--- config.mk ---
export PLATFORM = sky130hd
export DESIGN_NAME = fraction_arith_reduce_core_flat
export DESIGN_NICKNAME = d
export VERILOG_FILES = /design/src/frac_pkg.sv /design/src/frac_if.sv /design/src/frac_div.sv /design/src/frac_datapath.sv /design/src/frac_ctrl.sv /design/src/fraction_arith_reduce_core.sv /design/src/flat_wrapper.sv
export SDC_FILE = /design/constraint.sdc
export NUM_CORES = 2
export LEC_CHECK = 0
export BUFFER_PORTS_ARGS = -buffer_cell sky130_fd_sc_hd__buf_2
export CAP_MARGIN = 20
export CORE_MARGIN = 4
export CORE_UTILIZATION = 40
export DETAILED_ROUTE_END_ITERATION = 10
export PLACE_DENSITY = 0.61
export SYNTH_ARGS = -nofsm -noshare
export SYNTH_HDL_FRONTEND = slang
export SYNTH_SLANG_ARGS = --single-unit
--- constraint.sdc ---
create_clock -name clk -period 9.4 [get_ports clk]
set_input_delay 1.41 -clock clk [delete_from_list [all_inputs] [get_ports clk]]
set_output_delay 1.41 -clock clk [all_outputs]
set_load 0.02 [all_outputs]
--- src/frac_pkg.sv ---
// ----------------------------------------------------------------------------
// frac_pkg: shared types for the fraction arithmetic core
// Function codes, datapath commands, datapath status and controller states.
// ----------------------------------------------------------------------------
package frac_pkg;

    localparam int DEFAULT_OPERAND_WIDTH = 16;

    // operation selector carried with every input word
    typedef enum logic [1:0] {
        FUNC_ADD = 2'd0,
        FUNC_SUB = 2'd1,
        FUNC_MUL = 2'd2,
        FUNC_DIV = 2'd3
    } func_t;

    // datapath micro-operations issued by the controller
    typedef enum logic [3:0] {
        DP_NONE,
        DP_LOAD,
        DP_MUL_A,
        DP_MUL_B,
        DP_MUL_C,
        DP_MUL_D,
        DP_GCD_INIT,
        DP_REM_START,
        DP_REM_TAKE,
        DP_QN_START,
        DP_QN_TAKE,
        DP_QD_TAKE,
        DP_PUBLISH
    } dp_op_t;

    typedef struct packed {
        dp_op_t op;
    } dp_cmd_t;

    typedef struct packed {
        logic err;
        logic b_zero;
        logic div_done;
    } dp_status_t;

    typedef enum logic [3:0] {
        ST_IDLE,
        ST_MUL_A,
        ST_MUL_B,
        ST_MUL_C,
        ST_MUL_D,
        ST_CHECK,
        ST_GCD_TEST,
        ST_REM_WAIT,
        ST_QN_WAIT,
        ST_QD_WAIT,
        ST_DONE
    } ctrl_state_t;

endpackage

--- src/frac_if.sv ---
// ----------------------------------------------------------------------------
// frac_if: word channels of the fraction arithmetic core
// Input channel with two fractions and a selector, output channel with the
// reduced fraction and the error flag.
// ----------------------------------------------------------------------------
interface frac_in_if #(
    parameter int W = 16
);
    logic                valid;
    logic                ready;
    logic        [1:0]   func;
    logic signed [W-1:0] first_numerator;
    logic signed [W-1:0] first_denominator;
    logic signed [W-1:0] second_numerator;
    logic signed [W-1:0] second_denominator;

    modport source (
        output valid, func, first_numerator, first_denominator,
               second_numerator, second_denominator,
        input  ready
    );

    modport sink (
        input  valid, func, first_numerator, first_denominator,
               second_numerator, second_denominator,
        output ready
    );
endinterface

interface frac_out_if #(
    parameter int W = 16
);
    localparam int RW = 2 * W + 1;

    logic                 valid;
    logic                 ready;
    logic signed [RW-1:0] result_numerator;
    logic signed [RW-1:0] result_denominator;
    logic                 undefined_error;

    modport source (
        output valid, result_numerator, result_denominator, undefined_error,
        input  ready
    );

    modport sink (
        input  valid, result_numerator, result_denominator, undefined_error,
        output ready
    );
endinterface

--- src/frac_div.sv ---
// ----------------------------------------------------------------------------
// frac_div: iterative signed divider
// Restoring division on magnitudes, one quotient bit per cycle, with the
// truncating quotient and remainder signs applied at the output.
// ----------------------------------------------------------------------------
module frac_div #(
    parameter int RW = 33
) (
    input  logic                 clk,
    input  logic                 rst_n,
    input  logic                 start,
    input  logic signed [RW-1:0] dividend,
    input  logic signed [RW-1:0] divisor,
    output logic                 done,
    output logic signed [RW-1:0] quotient,
    output logic signed [RW-1:0] remainder
);
    localparam int CW = $clog2(RW);

    logic          busy_reg, busy_next;
    logic          done_reg, done_next;
    logic [CW-1:0] cnt_reg, cnt_next;
    logic [RW-1:0] rem_reg, quo_reg, div_reg;
    logic          neg_q_reg, neg_r_reg;

    logic [RW-1:0] mag_dividend, mag_divisor;
    logic [RW:0]   shifted;
    logic [RW+1:0] diff;
    logic          last;

    // operand magnitudes
    assign mag_dividend = dividend[RW-1] ? -dividend : dividend;
    assign mag_divisor  = divisor[RW-1]  ? -divisor  : divisor;

    // trial subtract for one quotient bit
    assign shifted = {rem_reg, quo_reg[RW-1]};
    assign diff    = {1'b0, shifted} - {2'b00, div_reg};
    assign last    = (cnt_reg == CW'(RW - 1));

    // control sequencing
    always_comb
    begin
        busy_next = busy_reg;
        cnt_next  = cnt_reg;
        done_next = 1'b0;
        if (start)
        begin
            busy_next = 1'b1;
            cnt_next  = '0;
        end
        else if (busy_reg)
        begin
            cnt_next = cnt_reg + 1'b1;
            if (last)
            begin
                busy_next = 1'b0;
                done_next = 1'b1;
            end
        end
    end

    always_ff @(posedge clk or negedge rst_n)
    begin
        if (!rst_n)
        begin
            busy_reg <= 1'b0;
            done_reg <= 1'b0;
            cnt_reg  <= '0;
        end
        else
        begin
            busy_reg <= busy_next;
            done_reg <= done_next;
            cnt_reg  <= cnt_next;
        end
    end

    // shift and subtract datapath
    always_ff @(posedge clk)
    begin
        if (start)
        begin
            rem_reg   <= '0;
            quo_reg   <= mag_dividend;
            div_reg   <= mag_divisor;
            neg_q_reg <= dividend[RW-1] ^ divisor[RW-1];
            neg_r_reg <= dividend[RW-1];
        end
        else if (busy_reg)
        begin
            if (!diff[RW+1])
            begin
                rem_reg <= diff[RW-1:0];
                quo_reg <= {quo_reg[RW-2:0], 1'b1};
            end
            else
            begin
                rem_reg <= shifted[RW-1:0];
                quo_reg <= {quo_reg[RW-2:0], 1'b0};
            end
        end
    end

    // sign fix-up
    assign done      = done_reg;
    assign quotient  = neg_q_reg ? -quo_reg : quo_reg;
    assign remainder = neg_r_reg ? -rem_reg : rem_reg;

endmodule

--- src/frac_datapath.sv ---
// ----------------------------------------------------------------------------
// frac_datapath: operand registers, multiplier and gcd datapath
// Forms the unreduced fraction with one shared multiplier, runs Euclid's
// remainder steps on the divider and holds the reduced result.
// ----------------------------------------------------------------------------
module frac_datapath #(
    parameter int W = 16
) (
    input  logic                   clk,
    input  logic                   rst_n,
    input  frac_pkg::dp_cmd_t      cmd,
    output frac_pkg::dp_status_t   status,
    input  logic [1:0]             func,
    input  logic signed [W-1:0]    first_numerator,
    input  logic signed [W-1:0]    first_denominator,
    input  logic signed [W-1:0]    second_numerator,
    input  logic signed [W-1:0]    second_denominator,
    output logic signed [2*W:0]    result_numerator,
    output logic signed [2*W:0]    result_denominator,
    output logic                   undefined_error
);
    import frac_pkg::*;

    localparam int RW = 2 * W + 1;
    localparam int PW = 2 * W;

    func_t                func_reg;
    logic signed [W-1:0]  n1_reg, d1_reg, n2_reg, d2_reg;
    logic signed [PW-1:0] mul_reg;
    logic signed [RW-1:0] num_reg, den_reg, a_reg, b_reg;
    logic signed [RW-1:0] qn_reg, qd_reg;
    logic                 err_reg;
    logic signed [RW-1:0] res_num_reg, res_den_reg;
    logic                 res_err_reg;

    logic signed [W-1:0]  mul_x, mul_y;
    logic signed [PW-1:0] product;
    logic signed [RW-1:0] mul_ext;
    logic                 div_start;
    logic signed [RW-1:0] div_dividend, div_divisor;
    logic                 div_done;
    logic signed [RW-1:0] div_quo, div_rem;

    // multiplier operand selection per phase
    always_comb
    begin
        mul_x = n1_reg;
        mul_y = d2_reg;
        case (cmd.op)
            DP_MUL_A:
            begin
                mul_x = n1_reg;
                mul_y = (func_reg == FUNC_MUL) ? n2_reg : d2_reg;
            end
            DP_MUL_B:
            begin
                mul_x = n2_reg;
                mul_y = d1_reg;
            end
            DP_MUL_C:
            begin
                mul_x = d1_reg;
                mul_y = (func_reg == FUNC_DIV) ? n2_reg : d2_reg;
            end
            default:
            begin
                mul_x = n1_reg;
                mul_y = d2_reg;
            end
        endcase
    end

    assign product = mul_x * mul_y;
    assign mul_ext = {mul_reg[PW-1], mul_reg};

    // divider operand selection
    always_comb
    begin
        div_start    = 1'b0;
        div_dividend = a_reg;
        div_divisor  = b_reg;
        case (cmd.op)
            DP_REM_START:
            begin
                div_start = 1'b1;
            end
            DP_QN_START:
            begin
                div_start    = 1'b1;
                div_dividend = num_reg;
                div_divisor  = a_reg;
            end
            DP_QN_TAKE:
            begin
                div_start    = 1'b1;
                div_dividend = den_reg;
                div_divisor  = a_reg;
            end
            default:
            begin
                div_start = 1'b0;
            end
        endcase
    end

    frac_div #(
        .RW (RW)
    ) u_div (
        .clk       (clk),
        .rst_n     (rst_n),
        .start     (div_start),
        .dividend  (div_dividend),
        .divisor   (div_divisor),
        .done      (div_done),
        .quotient  (div_quo),
        .remainder (div_rem)
    );

    // datapath registers
    always_ff @(posedge clk)
    begin
        case (cmd.op)
            DP_LOAD:
            begin
                func_reg <= func_t'(func);
                n1_reg   <= first_numerator;
                d1_reg   <= first_denominator;
                n2_reg   <= second_numerator;
                d2_reg   <= second_denominator;
            end
            DP_MUL_A:
            begin
                mul_reg <= product;
            end
            DP_MUL_B:
            begin
                num_reg <= mul_ext;
                mul_reg <= product;
            end
            DP_MUL_C:
            begin
                if (func_reg == FUNC_ADD)
                begin
                    num_reg <= num_reg + mul_ext;
                end
                else if (func_reg == FUNC_SUB)
                begin
                    num_reg <= num_reg - mul_ext;
                end
                mul_reg <= product;
            end
            DP_MUL_D:
            begin
                den_reg <= mul_ext;
            end
            DP_GCD_INIT:
            begin
                a_reg   <= num_reg;
                b_reg   <= den_reg;
                err_reg <= (num_reg == '0) && (den_reg == '0);
            end
            DP_REM_TAKE:
            begin
                a_reg <= b_reg;
                b_reg <= div_rem;
            end
            DP_QN_TAKE:
            begin
                qn_reg <= div_quo;
            end
            DP_QD_TAKE:
            begin
                qd_reg <= div_quo;
            end
            DP_PUBLISH:
            begin
                res_num_reg <= err_reg ? '0 : qn_reg;
                res_den_reg <= err_reg ? '0 : qd_reg;
                res_err_reg <= err_reg;
            end
            default:
            begin
            end
        endcase
    end

    // status back to the controller
    assign status.err      = err_reg;
    assign status.b_zero   = (b_reg == '0);
    assign status.div_done = div_done;

    assign result_numerator   = res_num_reg;
    assign result_denominator = res_den_reg;
    assign undefined_error    = res_err_reg;

endmodule

--- src/frac_ctrl.sv ---
// ----------------------------------------------------------------------------
// frac_ctrl: sequencing state machine
// Steps the datapath through multiply, gcd and reduction phases and owns
// the input ready and output valid handshake.
// ----------------------------------------------------------------------------
module frac_ctrl (
    input  logic                 clk,
    input  logic                 rst_n,
    input  logic                 in_valid,
    output logic                 in_ready,
    output logic                 out_valid,
    input  logic                 out_ready,
    output frac_pkg::dp_cmd_t    cmd,
    input  frac_pkg::dp_status_t status
);
    import frac_pkg::*;

    ctrl_state_t state_reg, state_next;
    logic        out_valid_reg, out_valid_next;
    dp_op_t      op;

    // state and output valid registers
    always_ff @(posedge clk or negedge rst_n)
    begin
        if (!rst_n)
        begin
            state_reg     <= ST_IDLE;
            out_valid_reg <= 1'b0;
        end
        else
        begin
            state_reg     <= state_next;
            out_valid_reg <= out_valid_next;
        end
    end

    // next state and commands
    always_comb
    begin
        state_next     = state_reg;
        out_valid_next = out_valid_reg;
        op             = DP_NONE;
        in_ready       = 1'b0;
        if (out_valid_reg && out_ready)
        begin
            out_valid_next = 1'b0;
        end
        case (state_reg)
            ST_IDLE:
            begin
                in_ready = 1'b1;
                if (in_valid)
                begin
                    op         = DP_LOAD;
                    state_next = ST_MUL_A;
                end
            end
            ST_MUL_A:
            begin
                op         = DP_MUL_A;
                state_next = ST_MUL_B;
            end
            ST_MUL_B:
            begin
                op         = DP_MUL_B;
                state_next = ST_MUL_C;
            end
            ST_MUL_C:
            begin
                op         = DP_MUL_C;
                state_next = ST_MUL_D;
            end
            ST_MUL_D:
            begin
                op         = DP_MUL_D;
                state_next = ST_CHECK;
            end
            ST_CHECK:
            begin
                op         = DP_GCD_INIT;
                state_next = ST_GCD_TEST;
            end
            ST_GCD_TEST:
            begin
                if (status.err)
                begin
                    state_next = ST_DONE;
                end
                else if (status.b_zero)
                begin
                    op         = DP_QN_START;
                    state_next = ST_QN_WAIT;
                end
                else
                begin
                    op         = DP_REM_START;
                    state_next = ST_REM_WAIT;
                end
            end
            ST_REM_WAIT:
            begin
                if (status.div_done)
                begin
                    op         = DP_REM_TAKE;
                    state_next = ST_GCD_TEST;
                end
            end
            ST_QN_WAIT:
            begin
                if (status.div_done)
                begin
                    op         = DP_QN_TAKE;
                    state_next = ST_QD_WAIT;
                end
            end
            ST_QD_WAIT:
            begin
                if (status.div_done)
                begin
                    op         = DP_QD_TAKE;
                    state_next = ST_DONE;
                end
            end
            ST_DONE:
            begin
                // output register free or emptied this cycle
                if (!out_valid_reg || out_ready)
                begin
                    op             = DP_PUBLISH;
                    out_valid_next = 1'b1;
                    state_next     = ST_IDLE;
                end
            end
            default:
            begin
                state_next = ST_IDLE;
            end
        endcase
    end

    assign cmd.op    = op;
    assign out_valid = out_valid_reg;

endmodule

--- src/fraction_arith_reduce_core.sv ---
// ----------------------------------------------------------------------------
// fraction_arith_reduce_core: fraction add, subtract, multiply and divide
// Top level joining the sequencing controller and the gcd datapath.
// ----------------------------------------------------------------------------
// One word at a time: an accepted word forms the unreduced fraction in the
// states ST_MUL_A to ST_MUL_D on a single shared multiplier, then runs
// Euclid's algorithm with a one-bit-per-cycle divider of 2*W+1 bits, then
// divides numerator and denominator by the gcd on the same divider. The next
// word is taken as soon as the result is parked in the output register, even
// while it waits to be taken. When both unreduced terms are zero,
// undefined_error is set and the result is zero.
module fraction_arith_reduce_core #(
    parameter int OPERAND_WIDTH = frac_pkg::DEFAULT_OPERAND_WIDTH
) (
    input logic      clk,
    input logic      rst_n,
    frac_in_if.sink  in_ch,
    frac_out_if.source out_ch
);
    import frac_pkg::*;

    dp_cmd_t    cmd;
    dp_status_t status;

    // sequencing controller
    frac_ctrl u_ctrl (
        .clk       (clk),
        .rst_n     (rst_n),
        .in_valid  (in_ch.valid),
        .in_ready  (in_ch.ready),
        .out_valid (out_ch.valid),
        .out_ready (out_ch.ready),
        .cmd       (cmd),
        .status    (status)
    );

    // arithmetic datapath
    frac_datapath #(
        .W (OPERAND_WIDTH)
    ) u_datapath (
        .clk                (clk),
        .rst_n              (rst_n),
        .cmd                (cmd),
        .status             (status),
        .func               (in_ch.func),
        .first_numerator    (in_ch.first_numerator),
        .first_denominator  (in_ch.first_denominator),
        .second_numerator   (in_ch.second_numerator),
        .second_denominator (in_ch.second_denominator),
        .result_numerator   (out_ch.result_numerator),
        .result_denominator (out_ch.result_denominator),
        .undefined_error    (out_ch.undefined_error)
    );

endmodule

--- src/flat_wrapper.sv ---
// flat-port wrapper written by rule: the top's interface ports become plain ports
module fraction_arith_reduce_core_flat import frac_pkg::*;
#(
    parameter int OPERAND_WIDTH = frac_pkg::DEFAULT_OPERAND_WIDTH
)
  (clk, rst_n, in_ch_valid, in_ch_func, in_ch_first_numerator, in_ch_first_denominator, in_ch_second_numerator, in_ch_second_denominator, in_ch_ready, out_ch_valid, out_ch_result_numerator, out_ch_result_denominator, out_ch_undefined_error, out_ch_ready);
  frac_in_if #(.W((DEFAULT_OPERAND_WIDTH))) in_ch_i ();
  frac_out_if #(.W((DEFAULT_OPERAND_WIDTH))) out_ch_i ();
  input logic clk;
  input logic rst_n;
  input wire logic [$bits(in_ch_i.valid)-1:0] in_ch_valid;
  input wire logic [$bits(in_ch_i.func)-1:0] in_ch_func;
  input wire logic [$bits(in_ch_i.first_numerator)-1:0] in_ch_first_numerator;
  input wire logic [$bits(in_ch_i.first_denominator)-1:0] in_ch_first_denominator;
  input wire logic [$bits(in_ch_i.second_numerator)-1:0] in_ch_second_numerator;
  input wire logic [$bits(in_ch_i.second_denominator)-1:0] in_ch_second_denominator;
  output wire logic [$bits(in_ch_i.ready)-1:0] in_ch_ready;
  output wire logic [$bits(out_ch_i.valid)-1:0] out_ch_valid;
  output wire logic [$bits(out_ch_i.result_numerator)-1:0] out_ch_result_numerator;
  output wire logic [$bits(out_ch_i.result_denominator)-1:0] out_ch_result_denominator;
  output wire logic [$bits(out_ch_i.undefined_error)-1:0] out_ch_undefined_error;
  input wire logic [$bits(out_ch_i.ready)-1:0] out_ch_ready;
  assign in_ch_i.valid = in_ch_valid;
  assign in_ch_i.func = in_ch_func;
  assign in_ch_i.first_numerator = in_ch_first_numerator;
  assign in_ch_i.first_denominator = in_ch_first_denominator;
  assign in_ch_i.second_numerator = in_ch_second_numerator;
  assign in_ch_i.second_denominator = in_ch_second_denominator;
  assign in_ch_ready = in_ch_i.ready;
  assign out_ch_valid = out_ch_i.valid;
  assign out_ch_result_numerator = out_ch_i.result_numerator;
  assign out_ch_result_denominator = out_ch_i.result_denominator;
  assign out_ch_undefined_error = out_ch_i.undefined_error;
  assign out_ch_i.ready = out_ch_ready;
  fraction_arith_reduce_core #(.OPERAND_WIDTH(OPERAND_WIDTH)) u_core (.clk(clk), .rst_n(rst_n), .in_ch(in_ch_i), .out_ch(out_ch_i));
endmodule
==> flow_summary.rst <==
.. list-table::
   :header-rows: 1

   * - Metric
     - Value
   * - Outcome
     - finished, final reports clean
   * - Max-slew headroom
     - 0.204
   * - Clock latency on the worst-skew pair
     - 0.64 ns
   * - Leakage power
     - 0.0161 uW
   * - Final min period
     - 8.39 ns
   * - Worst Path Arrival
     - 8.77 ns
   * - Initial core utilization
     - 0.403
   * - Most used cell along the critical path
     - fa_1
   * - Placeable core region
     - ~90000 um^2
   * - Synthesized area divided by synthesized cell count
     - 10.1 um^2
   * - Placer Congestion
     - 0.900
   * - Wire length of the first global-routing pass
     - 147000 um
   * - Count of routing violations after the opening detailed-route iteration
     - ~1.8k
   * - Routed length on met1
     - 40900 um
   * - Crit. End Element
     - flop
   * - Leftover overflow at the end of global routing
     - 0
   * - Max-cap violations
     - 0
   * - Post-cts repair resize count
     - 0
   * - Pin slew with the least headroom to its limit
     - 1.19 ns
   * - Global-route usage over all layers
     - 0.198
   * - Clock tree buffer depth
     - 3
   * - Master of the slowest instance on the critical path
     - fa_1
   * - Die height
     - 306 um
   * - Buffer type at the clock tree root
     - clkbuf_16
   * - Vias after detailed routing
     - 25.6k
   * - Clock slew seen by the registers of the worst setup and hold paths
     - roughly 0.060 ns
   * - Clock tree skew after final layout
     - roughly 0.05 ns
   * - Count of synthesis-stage warnings from yosys
     - 0
   * - Post-synth ARST share
     - 0.0273
   * - Total I/O pin count
     - 139
   * - Port Buf Inserts
     - 138
   * - Final instance area
     - 39400 um^2
   * - Routed wirelength normalized by instance count
     - 19.4 um
   * - Clock sink total
     - between 400 and 500
   * - Startpoint-to-endpoint class of the critical path
     - flop to flop
   * - Final TNS setup
     - 0 ns
   * - Fraction of layout cells with a size suffix above 1
     - 0.0881
   * - Filler cell count in the final layout
     - around 8.4k
   * - Final count of pins violating max slew
     - 0
   * - Via count of the first global-routing pass
     - 25.3k
   * - Top fanout value on the critical path
     - 16
   * - Total wire length after detailed routing
     - 93800 um
   * - Post-route ant nets
     - 0
   * - CP required
     - between 9 and 10 ns
   * - Hold Buf Count CTS
     - 0
   * - Met3 wirelength from detailed routing
     - 3830 um
   * - Initial antenna violation count
     - 0
   * - Power, Total
     - 4400 uW
   * - Hold WC Path Type
     - flop to flop
   * - Share of synthesized area occupied by flip-flops and latches
     - 0.392
   * - Number of different library cells in the post-synthesis netlist
     - 86
   * - Placed cell areas
     - 37600 um^2
   * - Cts bufs inserted
     - between 50 and 60
   * - Via count normalized by instance count
     - roughly 5.3
   * - Synth-to-layout area growth
     - 10.8%
   * - Count of placed standard cells in the final layout, fillers left out
     - around 4.8k
   * - Final Cycle Share
     - 0.892
   * - Mapped Nets
     - 4014
   * - Chip width
     - between 300 and 400 um
   * - Post-synthesis instance total
     - 3526
   * - H-tree Lvls
     - 2
   * - Detailed Routing Iterations Pass 1
     - 5
   * - Ant. Diodes
     - 0
   * - Post-CTS setup-driven buffer insertion count
     - 0
   * - CTS tree
     - done
   * - Number of enable flip-flop cells after synthesis
     - 431
   * - Flip-flop and latch count after synthesis
     - 477
   * - Kind of launch point of the worst setup path
     - flop
   * - Largest net degree at the start of global routing
     - 97
   * - Largest vdd supply drop
     - approximately 170 uV
   * - Count of unresolved DRC violations after routing
     - 0
   * - Highest attainable clock frequency
     - 119 MHz
   * - Cell Pwr Density
     - 112 nW/um^2
   * - Final-report setup violation count
     - 0
   * - Net total in the final layout
     - 4119
   * - Top layer used by detailed routing
     - met4
   * - Die Area
     - around 94000 um^2
   * - Length of routed met2 wiring
     - between 40000 and 50000 um
   * - Unrepaired setup endpoints after global routing
     - no
   * - Final-report hold violation count
     - 0
   * - Post-synthesis cell area
     - 35500 um^2
   * - Dpl cells
     - 4738
   * - Sum of net half-perimeters after detailed placement
     - roughly 73000 um
   * - Most common flop cell mapped by yosys
     - edfxtp_1
   * - Number of placement rows
     - between 100 and 150
   * - Longest individual stage delay on the worst path
     - 0.79 ns
worst paths after layout:
path,start,to,slack (ns),cells after the start
hold reg to reg,u_core.u_datapath.mul_reg[0],u_core.u_datapath.den_reg[0],0.53,0
min in group asynchronous,rst_n,u_core.u_datapath.u_div.cnt_reg[2],0.69,1
max in group asynchronous,rst_n,u_core.u_datapath.u_div.busy_reg,8.42,1
setup reg to reg,u_core.u_ctrl.state_reg[3],u_core.u_datapath.mul_reg[31],1.01,27
setup / recovery,u_core.u_ctrl.state_reg[3],u_core.u_datapath.mul_reg[31],1.01,27
hold / removal,u_core.u_datapath.mul_reg[0],u_core.u_datapath.den_reg[0],0.53,0
area by class of cell:
cell class | count | area (um^2) | share of cell area
well taps | 1165 | 1460 | 0.0370
clock buffers | 63 | 1430 | 0.0363
inverters | 377 | 1420 | 0.0359
repair buffers | 183 | 1040 | 0.0264
flip-flops and latches | 477 | 13900 | 0.354
clock inverters | 40 | 379 | 0.00963
multi-input cells | 2536 | 19700 | 0.501
cell usage in the layout, fill, tap and decap left out, types with 38 or more instances in the layout:
cell type and instances:
o21a_1 47, buf_2 138, fa_1 264, buf_4 44, xnor2_1 148, edfxtp_1 431
ha_1 154, nor2b_1 93, nor2_1 258, nand2b_1 48, a21oi_1 168, a21o_1 38
inv_1 375, clkbuf_16 56, nor3_1 51, nand2_1 444, xor2_1 92, o21ai_0 211
mux2i_1 56
critical path: cells and delay by family (launching register included):
family                   cells  cell delay (ns)
adder cells (fa/ha/maj)      7             3.94
AO/OA/AOI/OAI                8             1.66
AND/OR/NAND/NOR              6             1.38
flip-flops                   1             0.53
buffers and inverters        5             0.53
XOR/XNOR                     1             0.09
cells by family after synthesis:
group | after synthesis | synth area share
simple gates | 1097 | 0.144
compound gates | 719 | 0.128
buf+inv | 513 | 0.0554
flops | 477 | 0.392
fa+ha+maj | 418 | 0.203
xor+xnor | 240 | 0.0592
mux | 62 | 0.0176
through the flow:
| step | setup slack (ns) | util | hold slack, ns |
|---|---|---|---|
| floorplan | 0.908 | - | 0.424 |
| global placement | 1.09 | 0.426 | 0.514 |
| detailed placement | 1.01 | 0.426 | 0.520 |
| CTS | 1.03 | 0.446 | 0.522 |
| global route | 0.492 | 0.446 | 0.537 |
| finish | 1.01 | 0.446 | 0.528 |
cell usage after synthesis, types with 36 or more instances:
master      n  area (um^2)
and2_1     38          238
ha_1      154         1930
nor2b_1    93          582
a21o_1     38          285
a21oi_1   168          841
nand2_1   445         1670
xnor2_1   148         1300
o31ai_1    36          270
nor3_1     55          275
o21a_1     47          353
mux2i_1    57          571
xor2_1     92          806
edfxtp_1  431        12900
o21ai_0   212         1060
nand2b_1   48          300
nor2_1    261          980
clkbuf_1  117          439
inv_1     376         1410
fa_1      264         5290
metal layers:
metal / vias up / GRT usage
met3: 147 / 0.0209
met1: 12400 / 0.262
met2: 643 / 0.341
li1: 12300 / -
met5: - / 0
met4: 0 / 0.0697
report_power, final:
| part | switching (uW) | total, uW | internal [uW] |
|---|---|---|---|
| combinational | 6.04 | 15.9 | 9.88 |
| clock | 917 | 2110 | 1190 |
| sequential | 0.00000000000000906 | 2280 | 2280 |
| total | 923 | 4400 | 3480 |
Power figures use the tool's default switching activity.
